File: src/rtl/core/lpd_pkg.sv
// ----------------------------------------------------------------------------
// lpd_pkg
// Shared types and constants for the length-prefixed stream deframer.
// ----------------------------------------------------------------------------
package lpd_pkg;

  localparam int unsigned LenW = 16;
  localparam int unsigned TimeW = 32;
  localparam int unsigned HbW = 64;

  localparam logic [LenW-1:0] MAX_LEN_RST = 16'd4094;
  localparam logic [LenW-1:0] HB_LEN = 16'd8;

  typedef enum logic [1:0] {
    PH_LEN_LO  = 2'd0,
    PH_LEN_HI  = 2'd1,
    PH_PAYLOAD = 2'd2,
    PH_CLOSED  = 2'd3
  } phase_t;

  typedef struct packed {
    logic [7:0]       data_byte;
    logic [TimeW-1:0] now_seconds;
  } in_item_t;

  typedef struct packed {
    logic [7:0] payload_byte;
    logic       packet_last;
    logic       is_heartbeat;
    logic       framing_error;
  } out_item_t;

endpackage

File: src/rtl/core/lpd_parse.sv
// ----------------------------------------------------------------------------
// lpd_parse
// Length prefix parser: tracks the packet phase and byte count, checks the
// length and detects heartbeat replies. Produces at most one result a request.
// ----------------------------------------------------------------------------
module lpd_parse (
  input  logic                clk,
  input  logic                rst_n,
  input  logic                cfg_we,
  input  logic [15:0]         cfg_wdata,
  input  logic                acc,
  input  lpd_pkg::in_item_t   item,
  output logic                res_valid,
  output lpd_pkg::out_item_t  res
);

  lpd_pkg::phase_t phase_r, phase_nxt;
  logic [lpd_pkg::LenW-1:0]  max_len_r;
  logic [7:0]                len_lo_r;
  logic [lpd_pkg::LenW-1:0]  bytes_left_r;
  logic                      len_is8_r;
  logic [lpd_pkg::HbW-1:0]   hb_r;
  logic [lpd_pkg::TimeW:0]   act_plus1_r;

  logic [lpd_pkg::LenW-1:0]  len;
  logic                      len_bad;
  logic                      pay_last;
  logic [lpd_pkg::HbW-1:0]   hb_word;
  logic                      hb_hit;

  assign len      = {item.data_byte, len_lo_r};
  assign len_bad  = (len == '0) || (len > max_len_r);
  assign pay_last = (bytes_left_r == {{(lpd_pkg::LenW-1){1'b0}}, 1'b1});
  // Bytes shift in from the top, so after eight of them the word is little-endian.
  assign hb_word  = {item.data_byte, hb_r[lpd_pkg::HbW-1:8]};
  assign hb_hit   = len_is8_r &&
                    (hb_word == {{(lpd_pkg::HbW-lpd_pkg::TimeW-1){1'b0}}, act_plus1_r});

  always_comb begin
    phase_nxt = phase_r;
    case (phase_r)
      lpd_pkg::PH_LEN_LO:  phase_nxt = lpd_pkg::PH_LEN_HI;
      lpd_pkg::PH_LEN_HI:  phase_nxt = len_bad ? lpd_pkg::PH_CLOSED : lpd_pkg::PH_PAYLOAD;
      lpd_pkg::PH_PAYLOAD: phase_nxt = pay_last ? lpd_pkg::PH_LEN_LO : lpd_pkg::PH_PAYLOAD;
      lpd_pkg::PH_CLOSED:  phase_nxt = lpd_pkg::PH_CLOSED;
      default:             phase_nxt = lpd_pkg::PH_CLOSED;
    endcase
  end

  always_comb begin
    res_valid = 1'b0;
    res       = '0;
    case (phase_r)
      lpd_pkg::PH_LEN_HI: begin
        res_valid         = acc && len_bad;
        res.framing_error = 1'b1;
      end
      lpd_pkg::PH_PAYLOAD: begin
        res_valid        = acc;
        res.payload_byte = item.data_byte;
        res.packet_last  = pay_last;
        res.is_heartbeat = pay_last && hb_hit;
      end
      default: begin
        res_valid = 1'b0;
      end
    endcase
  end

  always_ff @(posedge clk) begin
    if (!rst_n) begin
      phase_r      <= lpd_pkg::PH_LEN_LO;
      max_len_r    <= lpd_pkg::MAX_LEN_RST;
      act_plus1_r  <= {{lpd_pkg::TimeW{1'b0}}, 1'b1};
      bytes_left_r <= '0;
      len_is8_r    <= 1'b0;
    end else begin
      if (cfg_we) begin
        max_len_r <= cfg_wdata;
      end
      if (acc) begin
        phase_r <= phase_nxt;
        if (phase_r == lpd_pkg::PH_LEN_HI) begin
          bytes_left_r <= len;
          len_is8_r    <= (len == lpd_pkg::HB_LEN);
        end
        if (phase_r == lpd_pkg::PH_PAYLOAD) begin
          bytes_left_r <= bytes_left_r - {{(lpd_pkg::LenW-1){1'b0}}, 1'b1};
          if (pay_last) begin
            act_plus1_r <= {1'b0, item.now_seconds} + {{lpd_pkg::TimeW{1'b0}}, 1'b1};
          end
        end
      end
    end
  end

  always_ff @(posedge clk) begin
    if (acc) begin
      if (phase_r == lpd_pkg::PH_LEN_LO) begin
        len_lo_r <= item.data_byte;
      end
      if (phase_r == lpd_pkg::PH_PAYLOAD) begin
        hb_r <= hb_word;
      end
    end
  end

`ifndef SYNTHESIS
  a_err_closes: assert property (@(posedge clk) disable iff (!rst_n)
    (res_valid && res.framing_error) |=> (phase_r == lpd_pkg::PH_CLOSED))
    else $error("framing error did not close the session");

  a_closed_stays: assert property (@(posedge clk) disable iff (!rst_n)
    (phase_r == lpd_pkg::PH_CLOSED) |=> (phase_r == lpd_pkg::PH_CLOSED))
    else $error("closed session reopened without reset");

  a_last_rearms: assert property (@(posedge clk) disable iff (!rst_n)
    (acc && (phase_r == lpd_pkg::PH_PAYLOAD) && pay_last) |=>
      (phase_r == lpd_pkg::PH_LEN_LO))
    else $error("packet end did not return to the length prefix");

  a_count_live: assert property (@(posedge clk) disable iff (!rst_n)
    (phase_r == lpd_pkg::PH_PAYLOAD) |-> (bytes_left_r != '0))
    else $error("payload phase with no bytes left");
`endif

endmodule

File: src/rtl/core/lpd_out_reg.sv
// ----------------------------------------------------------------------------
// lpd_out_reg
// Result register: holds one result until downstream takes it, while the
// parser may accept a new request in the same cycle the held one leaves.
// ----------------------------------------------------------------------------
module lpd_out_reg (
  input  logic                clk,
  input  logic                rst_n,
  input  logic                res_valid,
  input  lpd_pkg::out_item_t  res,
  output logic                take_ok,
  output logic                out_valid,
  input  logic                out_ready,
  output lpd_pkg::out_item_t  out_data
);

  logic               valid_r;
  lpd_pkg::out_item_t data_r;

  assign take_ok   = !valid_r || out_ready;
  assign out_valid = valid_r;
  assign out_data  = data_r;

  always_ff @(posedge clk) begin
    if (!rst_n) begin
      valid_r <= 1'b0;
    end else if (res_valid) begin
      valid_r <= 1'b1;
    end else if (out_ready) begin
      valid_r <= 1'b0;
    end
  end

  always_ff @(posedge clk) begin
    if (res_valid) begin
      data_r <= res;
    end
  end

endmodule

File: src/rtl/core/length_prefix_deframer_heartbeat.sv
// An accepted payload byte or error request shows on out_ in the next cycle.
// Throughput: one stream byte per cycle; the single result register limits it only when
// downstream stalls.
// Reset (synchronous, rst_n low): expect a length prefix, limit 4094, last activity zero.
// ----------------------------------------------------------------------------
// length_prefix_deframer_heartbeat
// Deframes a byte stream with 16-bit little-endian length prefixes and flags
// heartbeat replies.
// ----------------------------------------------------------------------------
module length_prefix_deframer_heartbeat (
  input  logic                clk,
  input  logic                rst_n,
  input  logic                cfg_we,
  input  logic [15:0]         cfg_wdata,
  input  logic                in_valid,
  output logic                in_ready,
  input  lpd_pkg::in_item_t   in_data,
  output logic                out_valid,
  input  logic                out_ready,
  output lpd_pkg::out_item_t  out_data
);

  logic               acc;
  logic               res_valid;
  lpd_pkg::out_item_t res;
  logic               take_ok;

  assign in_ready = take_ok;
  assign acc      = in_valid && take_ok;

  lpd_parse u_parse (
    .clk       (clk),
    .rst_n     (rst_n),
    .cfg_we    (cfg_we),
    .cfg_wdata (cfg_wdata),
    .acc       (acc),
    .item      (in_data),
    .res_valid (res_valid),
    .res       (res)
  );

  lpd_out_reg u_out (
    .clk       (clk),
    .rst_n     (rst_n),
    .res_valid (res_valid),
    .res       (res),
    .take_ok   (take_ok),
    .out_valid (out_valid),
    .out_ready (out_ready),
    .out_data  (out_data)
  );

endmodule

File: config.mk
export PLATFORM = sky130hd
export DESIGN_NAME = length_prefix_deframer_heartbeat
export DESIGN_NICKNAME = d
export VERILOG_FILES = /design/src/rtl/core/lpd_pkg.sv /design/src/rtl/core/lpd_parse.sv /design/src/rtl/core/lpd_out_reg.sv /design/src/rtl/core/length_prefix_deframer_heartbeat.sv
export SDC_FILE = /design/constraint.sdc
export NUM_CORES = 1
export LEC_CHECK = 0
export ABC_AREA = 1
export BUFFER_PORTS_ARGS = -buffer_cell sky130_fd_sc_hd__buf_2
export CAP_MARGIN = 15
export CORE_ASPECT_RATIO = 0.6
export CORE_MARGIN = 5
export CORE_UTILIZATION = 44
export DETAILED_ROUTE_END_ITERATION = 8
export PLACE_DENSITY = 0.66
export SLEW_MARGIN = 10
export SYNTH_ARGS = -nofsm -noshare
export SYNTH_HDL_FRONTEND = slang
export SYNTH_SLANG_ARGS = --single-unit
File: constraint.sdc
create_clock -name clk -period 4.3 [get_ports clk]
set_input_delay 0.43 -clock clk [delete_from_list [all_inputs] [get_ports clk]]
set_output_delay 0.43 -clock clk [all_outputs]
set_load 0.005 [all_outputs]
==> results.txt <==
Peak VDD IR: 268 uV
Antenna cells: 0
Vias in the first global route: 5324
Critical Path AT: 2670 ps
Vias per inst: 5.32
Mapped Area: 7230 um2
Setup violations, final: 0
Hold Path Cell Cnt: 3
Area post-placement: 7790 um2
Status: finished, final reports clean
Core ar.: 16200 um2
Prevailing post-synth register cell: edfxtp_1
Num CTS Buffers: 17
R2r endpoint: u_parse.act_plus1_r[30]$_SDFFE_PN0P_
Max frequency: 0.423 GHz
Commonest cells in the netlist: nand2_1 (138), nor2_1 (98), inv_1 (89)
Min-delay src: cfg_wdata[1]
CTS root buffer: clkbuf_16
CP Cell Sequence: inv_1 > ha_1 > buf_4 > inv_2 > nor3_4 > buf_4 > inv_2 > nor2_1 > nor2_1
EDFF count, synth: 75
H-Tree Depth: 4
Wire per inst: 17.3 um
Worst hold endpoint: u_parse.max_len_r[1]$_SDFFE_PN1P_
Count leader, synth: nand2_1
Nets: 974
Worst Reg2Reg Path Length in Cells: 9
Fin Setup TNS: 0 ps
DRT iter0 DRCs: 567
Clock Latency Late Sink: 410 ps
Yosys warns: 0
Tightest Pin Transition: 918 ps
Synth top area cells: edfxtp_1 (31%), dfxtp_1 (19%), nand2_1 (7.2%)
Clk sinks: 144
Period utilization: 55.0%
Sequential group share of total power: 44.4%
Syn nets: 897
CTS tree: yes
R2r setup slk: 1940 ps
Initial antenna violation count: 0
Endpoints failing hold: 0
Minimum clock period after layout: 2360 ps
Crit path largest cell delay: 410 ps
Die X-Extent: 175 um
Port Buffers: 73
Async SR Flop Fraction: 0%
Grt ovf: 0
Maximum Capacitance Violations: 0
Final Wtd Congestion: 0.921
Fin. max-slew vios: 0
GRT Total Usage: 20.2%
Post-CTS sizing: 0
Relative slew margins: 38.0%
Rows: 36
Max FO, Critical Path: 34
Cell taking the most area after synthesis: edfxtp_1
Unrepaired setup endpoints after global routing: false
Worst setup path class: reg -> reg
Flops & latches, synth: 144
Endpoint class of the critical path: register
Initial core utilization: 44.7%
Yosys cell types: 49
Antenna Violating Nets Remaining: 0
Via Count: 5913
First-pass GRT wire length: 29700 um
Sw frac: 25.3%
Largest net degree at the start of global routing: 57
Clock-pin slew on the worst setup and hold paths: 60 ps
Seq/Total Area, Yosys: 50.3%
Worst Path Required: 4610 ps
Clock power share: 43.8%
P_sw: 872 uW
# hold bufs at CTS: 0
Post-CTS Setup Inserts: 0
First-pass detailed-route iteration total: 5
DRC Markers: 0
CTS max path bufs: 2
Power Density: 411 nW/um2
Worst r2r src: u_parse.phase_r[0]$_SDFFE_PN0P_
Logic gate share of total power: 11.7%
Int Pwr: 2580 uW
Synth top area share: 31.2%
Synthesized instance count: 812
Die area: 19200 um2
Proportion of layout cells with a drive suffix above 1: 17.0%
Die Span Y: 109 um
Hold Path Class: in -> reg
DP HPWL: 14500 um
Worst Skew: 11.9 ps
Syn avg cell area: 8.90 um2
Pleak: 0.00344 uW
Worst setup SP type: register
Fin area: 8410 um2
Top Ports: 74
CP max-delay cell: buf_4
Area Overhead vs Synth: 16.4%
WL final: 19300 um
==> power by group through the flow <==
stage	combinational (uW)	clock (uW)	sequential, uW
6_report	406	1510	1530
5_1_grt	456	1600	1540
4_1_cts	399	1530	1530
3_5_place_dp	395	0	1560
3_3_place_gp	392	0	1560
2_1_floorplan	271	0	1550
==> cells in the final DEF, fill, tap and decap left out, types with 2 or more instances in the layout <==
cell type,n
buf_2,73
and3_1,2
nor3_4,2
clkinv_4,2
nor3b_1,2
nor2_4,6
o22ai_1,3
nand3_2,2
a211oi_2,5
clkbuf_1,3
inv_2,4
nand2_2,5
a211oi_1,3
nor4b_1,3
nor4_1,9
o21ai_1,17
a221oi_1,4
nand3_1,20
a21oi_1,50
nand3b_1,2
nor3_2,2
dfxtp_1,69
clkbuf_16,21
edfxtp_1,75
buf_4,4
inv_1,89
clkinv_2,3
nor3_1,16
nor2_2,11
or2_2,6
xor2_1,28
a22o_1,2
nand4_1,17
nand2_1,138
nor2_1,97
xnor2_1,23
ha_1,24
o21ai_0,42
o211ai_1,2
==> sequential cells by signal, summed over array words and instances (netlist names) <==
signal                cells
u_out.out_data           11
u_out.out_valid           1
u_parse.act_plus1_r      33
u_parse.bytes_left_r     16
u_parse.hb_r             56
u_parse.len_is8_r         1
u_parse.len_lo_r          8
u_parse.max_len_r        16
u_parse.phase_r           2
==> how the worst max path moves through the flow <==
stage	start	to	slack, ps	depth (start not counted)
after floorplan	u_parse.phase_r[0]$_SDFFE_PN0P_	u_out.out_data[0]$_DFFE_PP_	20	8
after global placement	in_data[39]	u_out.out_data[9]$_SDFFCE_PN0P_	1950	12
after detailed placement	out_ready	u_parse.bytes_left_r[2]$_SDFFE_PN0P_	1830	9
after CTS	u_parse.phase_r[0]$_SDFFE_PN0P_	u_parse.act_plus1_r[0]$_SDFFE_PN1P_	1950	10
after global routing	u_parse.phase_r[0]$_SDFFE_PN0P_	u_parse.act_plus1_r[0]$_SDFFE_PN1P_	1720	10
final	u_parse.phase_r[0]$_SDFFE_PN0P_	u_parse.act_plus1_r[30]$_SDFFE_PN0P_	1940	9
==> per-stage QoR <==
stage	utilization [%]	cells	setup WS (ps)	hold slack [ps]	power, uW
3_5_place_dp	48.2	1079	1830	439	1960
3_3_place_gp	48.2	1079	1950	434	1950
6_report	52.0	1111	1940	244	3450
2_1_floorplan	-	812	22.5	426	1820
5_1_grt	52.0	1111	1720	244	3590
4_1_cts	52.0	1111	1950	232	3470
==> cells by family after synthesis <==
logic type      after synthesis  share of synthesized area [%]
simple gates                343                           22.2
flops                       144                           50.3
compound gates              138                           11.0
buf+inv                     112                           6.18
xor+xnor                     51                           6.18
fa+ha+maj                    24                           4.16
==> cell type report <==
| class | instances | area [um2] |
|---|---|---|
| Timing Repair Buffer | 77 | 395 |
| Tap cell | 209 | 262 |
| Sequential cell | 144 | 3630 |
| Clock buffer | 25 | 551 |
| Multi-Input combinational cell | 556 | 3150 |
| Inverter | 93 | 349 |
| Fill cell | 1509 | 7760 |
| Clock inverter | 7 | 68.8 |
==> critical path, delay by kind of cell, from the launching register on <==
family	cells	cell delay, ps
DFF	1	350
buffers and inverters	5	1250
adders and majority gates	1	160
and+or+nand+nor	3	480
==> metal layers <==
layer	track usage, %	up-vias	wire [um]
met2	24.4	256	7000
met5	0	-	0
li1	-	2885	-
met4	4.23	0	108
met1	34.0	2755	10300
met3	5.68	17	1910
Note: power is estimated with default switching activity, not from simulation.
